[src/sv/rs485ccs_pkg.sv]
// Shared types and constants for the RS485 cell command slave.
// No dependencies; imported by every module of the block.
package rs485ccs_pkg;

	// Frame and reply byte codes
	localparam logic [7:0] NULL_BYTE  = 8'h00;
	localparam logic [7:0] START_BYTE = 8'h02;
	localparam logic [7:0] REPLY_HEAD = 8'h03;
	localparam logic [7:0] ASCII_ZERO = 8'h30;
	localparam logic [7:0] ASCII_ONE  = 8'h31;
	localparam logic [7:0] ADDR_RADIX = 8'd10;

	// Frame position codes
	localparam logic [1:0] POS_IDLE = 2'd0;
	localparam logic [1:0] POS_DIG1 = 2'd1;
	localparam logic [1:0] POS_DIG2 = 2'd2;
	localparam logic [1:0] POS_CMD  = 2'd3;

	// Reply length and byte index width
	localparam int REPLY_LEN = 6;
	localparam int IDX_W     = $clog2(REPLY_LEN);
	localparam logic [IDX_W-1:0] IDX_LAST = IDX_W'(REPLY_LEN - 1);

	// Reply queue sizing
	localparam int QUEUE_DEPTH = 2;
	localparam int QPTR_W      = $clog2(QUEUE_DEPTH);
	localparam int QCNT_W      = $clog2(QUEUE_DEPTH + 1);

	// One pending reply: solenoid result, full-power start flag and the sampled sensors
	typedef struct packed {
		logic       solenoid;
		logic       start;
		logic [3:0] sensors;  // [0] sensor one .. [3] sensor four
	} reply_t;

	// Queue handshake toward either side
	typedef struct packed {
		logic full;
		logic empty;
	} qstat_t;

endpackage

[src/sv/rs485_cell_command_slave.sv]
// Top level of the RS485 cell command slave: frame parser, reply queue, serializer.
// Depends on rs485ccs_pkg, rs485ccs_front, rs485ccs_queue and rs485ccs_back.
//
//   Channel   Dir  Handshake             Content
//   s_*       in   s_tvalid / s_tready   received byte and sensor states
//   m_*       out  m_tvalid / m_tready   reply byte, last flag, solenoid flags
//   cfg_*     in   cfg_valid / cfg_ready cell address
//
// The front end takes one byte per cycle; a frame that closes with a valid
// address queues one reply request. The back end sends each reply as six
// bytes, one per cycle while m_tready is high. The input stalls only while
// the two-entry reply queue is full. Reset clears frame position, solenoid
// state, queue and serializer; no clearing pass. cfg_ready is always high.
module rs485_cell_command_slave (
	input  logic        clk,
	input  logic        arst_n,
	input  logic        s_tvalid,
	output logic        s_tready,
	input  logic [15:0] s_tdata,   // rx_byte[7:0], sensor_one, sensor_two,
	                               // sensor_three, sensor_four, 4'b0
	output logic        m_tvalid,
	input  logic        m_tready,
	output logic [7:0]  m_tdata,   // tx_byte[7:0]
	output logic        m_tlast,   // last_byte
	output logic [1:0]  m_tuser,   // solenoid_on, full_power_start
	input  logic        cfg_valid,
	output logic        cfg_ready,
	input  logic [7:0]  cfg_data   // cell_address[7:0]
);
	import rs485ccs_pkg::*;

	logic       accept;
	logic       push;
	logic       pop;
	reply_t     push_data;
	reply_t     pop_data;
	qstat_t     stat;
	logic [7:0] cell_address_q;

	assign s_tready  = !stat.full;
	assign accept    = s_tvalid && s_tready;
	assign cfg_ready = 1'b1;

	// Hold the configured cell address
	always_ff @(posedge clk or negedge arst_n) begin
		if (!arst_n) begin
			cell_address_q <= '0;
		end else if (cfg_valid) begin
			cell_address_q <= cfg_data;
		end
	end

	rs485ccs_front u_front (
		.clk          (clk),
		.arst_n       (arst_n),
		.accept       (accept),
		.rx_byte      (s_tdata[7:0]),
		.sensors      (s_tdata[11:8]),
		.cell_address (cell_address_q),
		.push         (push),
		.push_data    (push_data)
	);

	rs485ccs_queue u_queue (
		.clk       (clk),
		.arst_n    (arst_n),
		.push      (push),
		.push_data (push_data),
		.pop       (pop),
		.pop_data  (pop_data),
		.stat      (stat)
	);

	rs485ccs_back u_back (
		.clk      (clk),
		.arst_n   (arst_n),
		.stat     (stat),
		.pop_data (pop_data),
		.pop      (pop),
		.m_tvalid (m_tvalid),
		.m_tready (m_tready),
		.m_tdata  (m_tdata),
		.m_tlast  (m_tlast),
		.m_tuser  (m_tuser)
	);

endmodule

[src/sv/rs485ccs_front.sv]
// Front end: parses received bytes into frames, checks address, applies command.
// Depends on rs485ccs_pkg; pushes one reply request per answered frame.
module rs485ccs_front (
	input  logic                  clk,
	input  logic                  arst_n,
	input  logic                  accept,
	input  logic [7:0]            rx_byte,
	input  logic [3:0]            sensors,
	input  logic [7:0]            cell_address,
	output logic                  push,
	output rs485ccs_pkg::reply_t  push_data
);
	import rs485ccs_pkg::*;

	logic [1:0] pos_q;
	logic [7:0] dig1_q;
	logic [7:0] dig2_q;
	logic       solenoid_q;

	logic [7:0] tens;
	logic [7:0] ones;
	logic [7:0] addr;
	logic       closing;
	logic       frame_ok;
	logic       sol_next;
	logic       start_next;

	// Decode address and command of the closing frame
	always_comb begin
		tens       = dig1_q - ASCII_ZERO;
		ones       = dig2_q - ASCII_ZERO;
		addr       = (tens << 3) + (tens << 1) + ones;
		closing    = accept && (rx_byte != NULL_BYTE) && (rx_byte != START_BYTE)
			&& (pos_q == POS_CMD);
		frame_ok   = (dig1_q >= ASCII_ZERO) && (dig2_q >= ASCII_ZERO)
			&& (rx_byte >= ASCII_ZERO) && (addr == cell_address);
		sol_next   = solenoid_q;
		start_next = 1'b0;
		if (rx_byte == ASCII_ONE) begin
			sol_next   = 1'b1;
			start_next = !solenoid_q;
		end else if (rx_byte == ASCII_ZERO) begin
			sol_next = 1'b0;
		end
	end

	assign push                = closing && frame_ok;
	assign push_data.solenoid  = sol_next;
	assign push_data.start     = start_next;
	assign push_data.sensors   = sensors;

	// Advance frame position and solenoid state
	always_ff @(posedge clk or negedge arst_n) begin
		if (!arst_n) begin
			pos_q      <= POS_IDLE;
			solenoid_q <= 1'b0;
		end else if (accept && rx_byte != NULL_BYTE) begin
			if (rx_byte == START_BYTE) begin
				pos_q <= POS_DIG1;
			end else begin
				case (pos_q)
					POS_DIG1: pos_q <= POS_DIG2;
					POS_DIG2: pos_q <= POS_CMD;
					POS_CMD: begin
						pos_q <= POS_IDLE;
						if (frame_ok) begin
							solenoid_q <= sol_next;
						end
					end
					default: pos_q <= POS_IDLE;
				endcase
			end
		end
	end

	// Capture address digits
	always_ff @(posedge clk) begin
		if (accept && rx_byte != NULL_BYTE && rx_byte != START_BYTE) begin
			if (pos_q == POS_DIG1) begin
				dig1_q <= rx_byte;
			end
			if (pos_q == POS_DIG2) begin
				dig2_q <= rx_byte;
			end
		end
	end

endmodule

[src/sv/rs485ccs_queue.sv]
// Short FIFO of pending reply requests between front and back ends.
// Depends on rs485ccs_pkg for the entry type and depth.
module rs485ccs_queue (
	input  logic                  clk,
	input  logic                  arst_n,
	input  logic                  push,
	input  rs485ccs_pkg::reply_t  push_data,
	input  logic                  pop,
	output rs485ccs_pkg::reply_t  pop_data,
	output rs485ccs_pkg::qstat_t  stat
);
	import rs485ccs_pkg::*;

	reply_t              mem_q [QUEUE_DEPTH];
	logic [QPTR_W-1:0]   wr_ptr_q;
	logic [QPTR_W-1:0]   rd_ptr_q;
	logic [QCNT_W-1:0]   count_q;

	assign stat.full  = (count_q == QCNT_W'(QUEUE_DEPTH));
	assign stat.empty = (count_q == '0);
	assign pop_data   = mem_q[rd_ptr_q];

	// Store request entries
	always_ff @(posedge clk) begin
		if (push) begin
			mem_q[wr_ptr_q] <= push_data;
		end
	end

	// Advance pointers and fill count
	always_ff @(posedge clk or negedge arst_n) begin
		if (!arst_n) begin
			wr_ptr_q <= '0;
			rd_ptr_q <= '0;
			count_q  <= '0;
		end else begin
			if (push) begin
				wr_ptr_q <= (wr_ptr_q == QPTR_W'(QUEUE_DEPTH - 1)) ? '0 : wr_ptr_q + 1'b1;
			end
			if (pop) begin
				rd_ptr_q <= (rd_ptr_q == QPTR_W'(QUEUE_DEPTH - 1)) ? '0 : rd_ptr_q + 1'b1;
			end
			if (push && !pop) begin
				count_q <= count_q + 1'b1;
			end else if (pop && !push) begin
				count_q <= count_q - 1'b1;
			end
		end
	end

endmodule

[src/sv/rs485ccs_back.sv]
// Back end: serializes each queued reply request into six reply bytes.
// Depends on rs485ccs_pkg; drives the master-side stream of the top level.
module rs485ccs_back (
	input  logic                        clk,
	input  logic                        arst_n,
	input  rs485ccs_pkg::qstat_t        stat,
	input  rs485ccs_pkg::reply_t        pop_data,
	output logic                        pop,
	output logic                        m_tvalid,
	input  logic                        m_tready,
	output logic [7:0]                  m_tdata,
	output logic                        m_tlast,
	output logic [1:0]                  m_tuser
);
	import rs485ccs_pkg::*;

	logic             active_q;
	logic [IDX_W-1:0] idx_q;
	reply_t           desc_q;
	logic             fire;
	logic             done;

	assign fire     = active_q && m_tready;
	assign done     = fire && (idx_q == IDX_LAST);
	assign pop      = !stat.empty && (!active_q || done);
	assign m_tvalid = active_q;
	assign m_tlast  = (idx_q == IDX_LAST);
	assign m_tuser  = {desc_q.start, desc_q.solenoid};

	// Select the reply byte for the current index
	always_comb begin
		case (idx_q)
			IDX_W'(0): m_tdata = REPLY_HEAD;
			IDX_W'(1): m_tdata = ASCII_ZERO + {7'd0, desc_q.solenoid};
			IDX_W'(2): m_tdata = ASCII_ZERO + {7'd0, desc_q.sensors[0]};
			IDX_W'(3): m_tdata = ASCII_ZERO + {7'd0, desc_q.sensors[1]};
			IDX_W'(4): m_tdata = ASCII_ZERO + {7'd0, desc_q.sensors[2]};
			IDX_W'(5): m_tdata = ASCII_ZERO + {7'd0, desc_q.sensors[3]};
			default:   m_tdata = REPLY_HEAD;
		endcase
	end

	// Advance through the reply; load the next request when idle or at its end
	always_ff @(posedge clk or negedge arst_n) begin
		if (!arst_n) begin
			active_q <= 1'b0;
			idx_q    <= '0;
		end else if (pop) begin
			active_q <= 1'b1;
			idx_q    <= '0;
		end else if (done) begin
			active_q <= 1'b0;
			idx_q    <= '0;
		end else if (fire) begin
			idx_q <= idx_q + 1'b1;
		end
	end

	// Hold the request being sent
	always_ff @(posedge clk) begin
		if (pop) begin
			desc_q <= pop_data;
		end
	end

endmodule

[config.mk]
export PLATFORM = sky130hd
export DESIGN_NAME = rs485_cell_command_slave
export DESIGN_NICKNAME = d
export VERILOG_FILES = /design/src/sv/rs485ccs_pkg.sv /design/src/sv/rs485_cell_command_slave.sv /design/src/sv/rs485ccs_front.sv /design/src/sv/rs485ccs_queue.sv /design/src/sv/rs485ccs_back.sv
export SDC_FILE = /design/constraint.sdc
export NUM_CORES = 1
export LEC_CHECK = 0
export BUFFER_PORTS_ARGS = -buffer_cell sky130_fd_sc_hd__buf_4
export CORE_MARGIN = 2
export CORE_UTILIZATION = 38
export DETAILED_ROUTE_END_ITERATION = 16
export PLACE_DENSITY = 0.65
export SYNTH_ARGS = -nofsm -noshare
export SYNTH_HDL_FRONTEND = slang
export SYNTH_SLANG_ARGS = --single-unit
export TNS_END_PERCENT = 30
[constraint.sdc]
create_clock -name clk -period 3.42 [get_ports clk]
set_input_delay 0 -clock clk [delete_from_list [all_inputs] [get_ports clk]]
set_output_delay 0 -clock clk [all_outputs]
set_load 0.02 [all_outputs]
==> metrics.txt, run 1 <==
outcome finished, violations left; failing checks negative setup slack; Layout Skew 9.44 ps; Setup-failing EPs final 16; Core Footprint 6870 sq um; antenna cells 0; maximum achievable frequency 0.280 GHz; Die H 88.5 um; gpl congestion 0.840; IO Port Bufs 33; Final Hold Fails 0; CP endpoint kind register; worst min-delay path class input pin to register; Setup WS pre-CTS -291 ps; LEAKAGE 0.00153 uW; Synth-to-Final Area Change 32.4%; Synthesis Warnings 0; FF+latch count, synth 53; clk_lat worst skew 300 ps; I/O pins 43; full die area 7840 sq um; number of distinct library cells after synthesis 36; Starting Density 0.395; ranking of synthesized cells by area edfxtp_1 (38%), dfrtp_1 (18%), ha_1 (9.7%); CP Max Fanout 2; WP data required 3610 ps; Die W 88.5 um; number of flops mapped to enable cells by yosys 34; Antenna Violating Nets Remaining 0; Hold Worst Slack 19.1 ps; initial antenna violation count 0; critical path type register to register; Post-Syn Area 2720 sq um; final slew viol count 0; Yosys top cell by area edfxtp_1; Avg Synthesized Cell Area 13.2 sq um; DRT Wirelength 4900 um; CTS Buf Count 5; period utilization 1.05; GRT overflow 0; share of cells above drive strength 1 0.318; most numerous cell in the Yosys netlist edfxtp_1; Pwr Density 633 nW/um^2; DRT Pass-1 Iters 4; part of the Yosys area used for sequential elements 0.551; Worst VDD drop 248 uV; Fin Setup TNS -1550 ps; Yosys top cell area share 0.376; Root Buffer clkbuf_8; Syn Inst Count 206; Worst Path Arrival 3760 ps; Sink Count 53; synth cell count leaders edfxtp_1 (34), ha_1 (21), inv_1 (20); initial detailed-routing violation count 66; Main synth FF type edfxtp_1; FFs w/ async S/R, synth 0.358; vias in the first global route 1756; startpoint types register; nets 332; FP Rows 30; post-route minimum period 3570 ps; Residual DRC 0; max_cap viols 0; total global-route track usage 0.143; setup ws final -155 ps; first-pass GRT wire length 8330 um; dpl hpwl 3490 um; via density per instance 4.53; pin count of the biggest net entering global routing 20; total number of vias 1690; unrepaired setup endpoints after global routing true; Reg clk slew, reported paths 90 ps; CTS tree built; PnR Total Power 2280 uW; H-tree levels 2; Clock Tree Buf Depth 2; WL/cell 13.1 um
## state kept, by name, indices dropped and copies added (netlist names)
name,count
u_back.m_tuser,2
cell_address_q,8
u_queue.mem_q,12
u_back.idx_q,3
u_queue.rd_ptr_q,1
u_front.dig1_q,8
u_back.m_tvalid,1
u_queue.count_q,2
u_front.pos_q,2
u_front.solenoid_q,1
u_back.desc_q,4
u_queue.wr_ptr_q,1
u_front.dig2_q,8
## cells in the final DEF (no fill, tap or decap), types with 7 or more instances in the layout
cell type      netlist  layout
ha_1                21      17
xor2_1               9       8
inv_1               20      20
mux2_2              15      15
edfxtp_1            34      34
dfrtp_1             19      19
nand2_1             14      14
buf_4                8      45
xnor2_1              8       7
dlygate4sd3_1        0      22
## cell type report
class / instances / area, sq um
Clock inverter: 2 / 35.0
Clock buffer: 5 / 68.8
Timing Repair Buffer: 72 / 614
Tap cell: 96 / 120
Sequential cell: 53 / 1500
Inverter: 20 / 75.1
Multi-Input combinational cell: 125 / 1180
Fill cell: 572 / 3280
## report_power, final
part | leakage, uW | total [uW] | switching [uW] | internal (uW)
Combinational | 0.000948 | 978 | 481 | 497
Sequential | 0.000527 | 891 | 95.8 | 795
Clock | 0.0000540 | 407 | 194 | 213
## per-stage QoR
| step | area (sq um) | cells | utilization |
|---|---|---|---|
| finish | 3590 | 373 | 0.523 |
| global route | 3590 | 373 | 0.523 |
| CTS | 3560 | 372 | 0.518 |
| detailed placement | 3120 | 338 | 0.454 |
| global placement | 3120 | 338 | 0.454 |
| floorplan | 2750 | 209 | - |
## final timing paths
kind | from | to | cells past startpoint | slack [ps]
max in group asynchronous | arst_n | u_queue.wr_ptr_q$_DFFE_PN0N_ | 2 | 3090
min in group asynchronous | arst_n | cell_address_q[7]$_DFFE_PN0P_ | 2 | 110
worst min register to register | u_queue.count_q[1]$_DFFE_PN0P_ | u_queue.count_q[1]$_DFFE_PN0P_ | 1 | 500
worst min-delay path | m_tready | u_back.idx_q[2]$_DFFE_PN0P_ | 3 | 20
worst max register to register | u_front.dig1_q[0]$_DFFE_PP_ | u_queue.count_q[1]$_DFFE_PN0P_ | 12 | -150
worst max-delay path | u_front.dig1_q[0]$_DFFE_PP_ | u_queue.count_q[1]$_DFFE_PN0P_ | 12 | -150
## layer usage
metal,share of wire,global-route usage
met1,0.47,0.191
met2,0.48,0.234
met3,0.032,0.0280
met4,0.018,0.0537
met5,0,0
## what timing repair did
action / CTS / global route
hold buffers: 22 / 0
pin swaps: 5 / 0
buffers inserted: 5 / 1
setup endpoints to repair: 16 / 16
hold endpoints to repair: 53 / 0
gates resized for setup: 14 / 4
## cells by family after synthesis
kind of cell,synth area share
other,0.00277
and+or+nand+nor,0.0636
AOI/OAI and AO/OA,0.0502
buffers and inverters,0.0544
DFF,0.551
muxes,0.0751
xor gates and xnor gates,0.0691
adders and majority gates,0.134
## critical path: stages (launching register included)
cell	delay, ps
edfxtp_1	440
fa_2	390
fa_2	580
fa_2	430
xor2_1	180
a2111oi_2	230
nand3_1	120
or4_4	510
inv_1	110
ha_4	130
xor2_1	130
nor2_1	70
xor2_1	140
(Power assumes the default switching activity.)
==> run 2: changes to the inputs <==
--- a/config.mk
+++ b/config.mk
@@ -7,9 +7,10 @@
 export LEC_CHECK = 0
 export BUFFER_PORTS_ARGS = -buffer_cell sky130_fd_sc_hd__buf_4
 export CORE_MARGIN = 2
-export CORE_UTILIZATION = 38
+export CORE_UTILIZATION = 35
 export DETAILED_ROUTE_END_ITERATION = 16
-export PLACE_DENSITY = 0.65
+export PLACE_DENSITY = 0.62
+export SKIP_LAST_GASP = 1
 export SYNTH_ARGS = -nofsm -noshare
 export SYNTH_HDL_FRONTEND = slang
 export SYNTH_SLANG_ARGS = --single-unit
==> run 2 against run 1 <==
The run still ends with negative setup slack left. Combinational power grew 2%. First-iteration DRC count shrank 36%. Sequential share of layout area grew 0.15 points. Critical path depth is the same. Fmax is essentially flat. Largest cell class unchanged. Final area shrank 0.35%. Clock skew shrank 1.4 ps. Register-to-register slack is essentially flat.
==> metrics.txt, run 2 (same netlist as run 1, synthesis figures left out) <==
outcome finished, violations left (unchanged); failing checks negative setup slack (unchanged); final slew viol count 0 (unchanged); Worst path slowest cell fa_2 (unchanged); crit-path cells fa_2 > fa_2 > fa_2 > xor2_2 > a2111oi_4 > nand3_1 > or4_4 > inv_2 > ha_4 > xor2_1 > nor2_2 > xor2_1 (was fa_2 > fa_2 > fa_2 > xor2_1 > a2111oi_2 > nand3_1 > or4_4 > inv_1 > ha_4 > xor2_1 > nor2_1 > xor2_1); nets 330 (was 332); cell mode on critical path fa_2; CP Max Fanout 2 (unchanged); CP endpoint u_queue.count_q[1]$_DFFE_PN0P_ (unchanged); dpl hpwl 3640 um (was 3490 um); unrepaired setup endpoints after global routing true (unchanged); total global-route track usage 0.126 (was 0.143); commonest cells after routing, fill and taps aside buf_4 (45), edfxtp_1 (34), dlygate4sd3_1 (21) (was buf_4 (45), edfxtp_1 (34), dlygate4sd3_1 (22)); CP endpoint kind register (unchanged); WP depth 12 (unchanged); IO Port Bufs 33 (unchanged); fillers 696 (was 572); Pwr Density 642 nW/um^2 (was 633 nW/um^2); WP data required 3610 ps (about the same); H-tree levels 2 (unchanged); CTS Buf Count 5 (unchanged); Residual DRC 0 (unchanged); share of cells above drive strength 1 0.319 (was 0.318); initial antenna violation count 0 (unchanged); Final Hold Fails 0 (unchanged); Sink Count 53 (unchanged); Core Footprint 7610 sq um (was 6870 sq um); max FFs per register 12 (unchanged); first-pass GRT wire length 8500 um (was 8330 um); commonest non-fill, non-tap cell in the layout buf_4 (unchanged); Worst R2R Setup Slack -150 ps (about the same); Final Core Density 0.471 (was 0.523); Starting Density 0.357 (was 0.395); Die H 92.1 um (was 88.5 um); Worst setup startpoint u_front.dig2_q[3]$_DFFE_PP_ (was u_front.dig1_q[0]$_DFFE_PP_); Worst VDD drop 260 uV (was 248 uV); FP Rows 32 (was 30); setup ws final -153 ps (was -155 ps); CTS tree built (unchanged); r2r startpoint u_front.dig2_q[3]$_DFFE_PP_ (was u_front.dig1_q[0]$_DFFE_PP_); Setup-failing EPs final 14 (was 16); area of the multi-input gates 1180 sq um (about the same); antenna cells 0 (unchanged); Layout Skew 8.02 ps (was 9.44 ps); pin count of the biggest net entering global routing 20 (unchanged); critical path buffer and inverter count 1 (unchanged); full die area 8480 sq um (was 7840 sq um); Root Buffer clkbuf_8 (unchanged); CP delay by family, top adder cells (unchanged); Crit path largest cell delay 570 ps (was 580 ps); period utilization 1.04 (was 1.05); Clock Tree Buf Depth 2 (unchanged); vias in the first global route 1816 (was 1756); FF-to-FF path depth 12 (unchanged); clk_lat worst skew 300 ps (about the same); DRT Pass-1 Iters 4 (unchanged); Top reg by flops u_queue.mem_q (unchanged); PnR Total Power 2300 uW (was 2280 uW); critical path type register to register (unchanged); GRT overflow 0 (unchanged); worst min-delay path class input pin to register (unchanged); LEAKAGE 0.00151 uW (was 0.00153 uW); Reg clk slew, reported paths 90 ps (about the same); hold_sp s_tvalid (was m_tready); FF/Latch Area 1500 sq um (unchanged); Synth-to-Final Area Change 31.9% (was 32.4%); I/O pins 43 (unchanged); reg2reg end u_queue.count_q[1]$_DFFE_PN0P_ (unchanged); maximum achievable frequency 0.280 GHz (about the same); Die W 92.1 um (was 88.5 um); gpl congestion 0.792 (was 0.840); DRT Wirelength 5150 um (was 4900 um); via density per instance 4.58 (was 4.53); Antenna Violating Nets Remaining 0 (unchanged); WL/cell 13.6 um (was 13.1 um); initial detailed-routing violation count 42 (was 66); startpoint types register (unchanged); total number of vias 1730 (was 1690); Worst Path Arrival 3760 ps (about the same); max_cap viols 0 (unchanged); post-route minimum period 3570 ps (about the same)
## run 2: changes by cell type in the layout (fill, tap and decap cells not counted), sizes merged
cell,delta
buf,-1
clkbuf,+1
dlygate4sd3,-1
## run 2: worst min-delay path, stage by stage
cell and delay (ps):
buf_4 90, nand3_1 50, nand2_1 60, mux2i_1 60
## run 2: worst min path at each step
stage / cells past startpoint / slack [ps] / end
2_1_floorplan: 0 / -300 / cell_address_q[0]$_DFFE_PN0P_
3_3_place_gp: 1 / -100 / cell_address_q[7]$_DFFE_PN0P_
3_5_place_dp: 1 / -90 / cell_address_q[7]$_DFFE_PN0P_
4_1_cts: 3 / 5 / u_front.pos_q[0]$_DFFE_PN0P_
6_report: 4 / 7 / u_front.pos_q[1]$_DFFE_PN0P_
5_1_grt: 3 / 30 / u_front.pos_q[0]$_DFFE_PN0P_
## run 2: layout make-up
cell class | count | area share
Clock buffer | 6 | 0.0203
Clock inverter | 2 | 0.00978
Inverter | 20 | 0.0210
Multi-Input combinational cell | 125 | 0.330
Sequential cell | 53 | 0.418
Tap cell | 102 | 0.0356
Timing Repair Buffer | 70 | 0.166
## run 2: timing repair
action                     4_1_cts  5_1_grt
setup buffers                    1        2
setup endpoints to repair       16       16
hold endpoints to repair        51        0
hold buffers                    21        0
resized for setup               12        7
pin swaps                        2        0
## run 2: power by group
| group | internal [uW] | total, uW | switching, uW |
|---|---|---|---|
| logic | 501 | 997 | 496 |
| clock network | 217 | 411 | 194 |
| registers | 795 | 891 | 96.7 |
## run 2: routing by layer
metal / vias to the layer above / GRT usage / wire length [um] / part of all wire
met5: - / 0 / 0 / 0
met4: 0 / 0.0373 / 88 / 0.017
met3: 9 / 0.0255 / 131 / 0.025
met2: 28 / 0.213 / 2570 / 0.50
met1: 857 / 0.164 / 2360 / 0.46
li1: 836 / - / - / -
## run 2: per-stage QoR
| step | cells | cell area, sq um | setup slack, ps | setup TNS [ps] | hold slack (ps) |
|---|---|---|---|---|---|
| finish | 378 | 3580 | -153 | -1480 | 7.12 |
| global route | 378 | 3580 | -269 | -3130 | 28.1 |
| floorplan | 209 | 2750 | -144 | -629 | -296 |
| detailed placement | 346 | 3140 | -294 | -3960 | -94.9 |
| global placement | 346 | 3140 | -186 | -2510 | -100 |
| CTS | 376 | 3520 | -127 | -1340 | 4.80 |
==> run 3: changes to the inputs <==
--- a/config.mk
+++ b/config.mk
@@ -6,10 +6,11 @@
 export NUM_CORES = 1
 export LEC_CHECK = 0
 export BUFFER_PORTS_ARGS = -buffer_cell sky130_fd_sc_hd__buf_4
+export CORE_ASPECT_RATIO = 0.5
 export CORE_MARGIN = 2
 export CORE_UTILIZATION = 35
 export DETAILED_ROUTE_END_ITERATION = 16
-export PLACE_DENSITY = 0.62
+export PLACE_DENSITY = 0.6
 export SKIP_LAST_GASP = 1
 export SYNTH_ARGS = -nofsm -noshare
 export SYNTH_HDL_FRONTEND = slang
==> constraint.sdc (replaced) <==
create_clock -name clk -period 3.5 [get_ports clk]
set_input_delay 0 -clock clk [delete_from_list [all_inputs] [get_ports clk]]
set_output_delay 0 -clock clk [all_outputs]
set_load 0.02 [all_outputs]
==> run 3 against run 2 <==
The run still ends with negative setup slack left. Sequential share of layout area shrank 0.25 points. Sequential power decreased by 2%. Hold slack improved by 12 ps. First-iteration DRC count rose to 2.6 times the previous value. Clock power up 22%. Utilization grew 1.4 points. Setup slack improved by 78 ps. Critical path type unchanged. Largest power group unchanged.
==> metrics.txt, run 3 (same netlist as run 1, synthesis figures left out) <==
setup ws final -75.2 ps (was -153 ps); initial antenna violation count 0 (unchanged); commonest cells after routing, fill and taps aside buf_4 (44), edfxtp_1 (34), dlygate4sd3_1 (21) (was buf_4 (45), edfxtp_1 (34), dlygate4sd3_1 (21)); Worst Path Arrival 3750 ps (was 3760 ps); Setup-failing EPs final 15 (was 14); Fin Setup TNS -500 ps (was -1480 ps); nets 329 (was 330); dpl hpwl 3600 um (was 3640 um); total global-route track usage 0.131 (was 0.126); max_cap viols 0 (unchanged); CTS Buf Count 5 (unchanged); Synth-to-Final Area Change 32.7% (was 31.9%); Die W 129 um (was 92.1 um); Pwr Density 644 nW/um^2 (was 642 nW/um^2); CP endpoint kind register (unchanged); commonest non-fill, non-tap cell in the layout buf_4 (unchanged); CTS tree built (unchanged); Worst VDD drop 358 uV (was 260 uV); WP data required 3680 ps (was 3610 ps); Clock Tree Buf Depth 2 (unchanged); FF-to-FF path depth 13 (was 12); pin count of the biggest net entering global routing 20 (unchanged); via density per instance 4.56 (was 4.58); GRT overflow 0 (unchanged); Final Instance Area 3600 sq um (was 3580 sq um); post-route minimum period 3580 ps (was 3570 ps); WL/cell 13.7 um (was 13.6 um); Setup WS pre-CTS -194 ps (was -294 ps); H-tree levels 2 (unchanged); CP Max Fanout 2 (unchanged); hold path depth 3 (was 4); Sink Count 53 (unchanged); Starting Density 0.365 (was 0.357); Layout Skew 5.46 ps (was 8.02 ps); Residual DRC 0 (unchanged); Hold Worst Slack 19.1 ps (was 7.12 ps); Top reg by flops u_queue.mem_q (unchanged); full die area 8520 sq um (was 8480 sq um); antenna cells 0 (unchanged); worst min-delay path class input pin to register (unchanged); initial detailed-routing violation count 108 (was 42); Final Hold Fails 0 (unchanged); Reg clk slew, reported paths 70 ps (was 90 ps); FP Rows 22 (was 32); Antenna Violating Nets Remaining 0 (unchanged); period utilization 1.02 (was 1.04); LEAKAGE 0.00152 uW (was 0.00151 uW); clk_lat worst skew 290 ps (was 300 ps); DRT Wirelength 5090 um (was 5150 um); maximum achievable frequency 0.280 GHz (about the same); IO Port Bufs 33 (unchanged); max FFs per register 12 (unchanged); Core Footprint 7430 sq um (was 7610 sq um); critical path type register to register (unchanged); total number of vias 1690 (was 1730); Die H 66.3 um (was 92.1 um); failing checks negative setup slack (unchanged); startpoint types register (unchanged); gpl congestion 0.808 (was 0.792); I/O pins 43 (unchanged); first-pass GRT wire length 8390 um (was 8500 um); final slew viol count 0 (unchanged); Root Buffer clkbuf_16 (was clkbuf_8); share of cells above drive strength 1 0.320 (was 0.319); DRT Pass-1 Iters 4 (unchanged); unrepaired setup endpoints after global routing true (unchanged); dpl cell area 3120 sq um (was 3140 sq um); outcome finished, violations left (unchanged); vias in the first global route 1732 (was 1816)
[run 3: cell count changes in the layout (fill, tap and decap cells not counted), sizes merged]
cell | before | now
buf | 49 | 48
bufinv | 1 | 0
clkbuf | 6 | 5
clkinv | 1 | 0
clkinvlp | 0 | 2
inv | 20 | 21
[run 3: report_power, final]
group	internal, uW	switching [uW]
clock	270	231
sequential	777	95.3
combinational	476	472
total	1520	798
[run 3: layout make-up]
| class | instances | area, sq um |
|---|---|---|
| clock inverter | 3 | 26.3 |
| tap | 96 | 120 |
| fill | 625 | 3830 |
| inverter | 20 | 75.1 |
| multi-input combinational | 125 | 1170 |
| timing repair buffer | 69 | 586 |
| clock buffer | 5 | 125 |
| sequential | 53 | 1500 |
[run 3: critical path: stages (launching register included)]
cell and delay [ps]:
edfxtp_1 430, fa_2 630, ha_4 210, ha_4 160, fa_2 530, xor2_1 70, a2111oi_2 230, nand3_1 110
or4_4 540, inv_2 80, ha_4 130, xor2_2 160, nor2_2 50, xor2_1 130
[run 3: timing repair]
item / 4_1_cts / 5_1_grt
endpoints found under the hold margin: 51 / 0
cloned: 0 / 0
hold buffers: 21 / 0
buffers inserted: 3 / 1
pin swaps: 2 / 4
setup endpoints to repair: 16 / 16
resized for setup: 12 / 7
[run 3: through the flow]
stage	utilization	power (uW)	cells
floorplan	-	1470	209
global placement	0.419	1730	338
detailed placement	0.419	1750	338
CTS	0.479	2320	370
global route	0.485	2490	371
finish	0.485	2320	371
[run 3: path summary, 6_finish.rpt]
| check | start | endpoint | slack [ps] |
|---|---|---|---|
| max | u_front.dig1_q[2]$_DFFE_PP_ | u_queue.count_q[1]$_DFFE_PN0P_ | -80 |
| min | s_tvalid | u_front.pos_q[0]$_DFFE_PN0P_ | 20 |
| max in group asynchronous | arst_n | u_back.m_tvalid$_DFFE_PN0P_ | 3170 |
| max reg2reg | u_front.dig1_q[2]$_DFFE_PP_ | u_queue.count_q[1]$_DFFE_PN0P_ | -80 |
| min reg2reg | u_queue.count_q[1]$_DFFE_PN0P_ | u_queue.count_q[1]$_DFFE_PN0P_ | 500 |
| min in group asynchronous | arst_n | cell_address_q[6]$_DFFE_PN0P_ | 120 |
[run 3: routing by layer]
metal / part of all wire / vias to the layer above / GRT usage
li1: - / 839 / -
met1: 0.46 / 822 / 0.161
met2: 0.50 / 27 / 0.236
met3: 0.035 / 2 / 0.0267
met4: 0.0079 / 0 / 0.0408
met5: 0 / - / 0
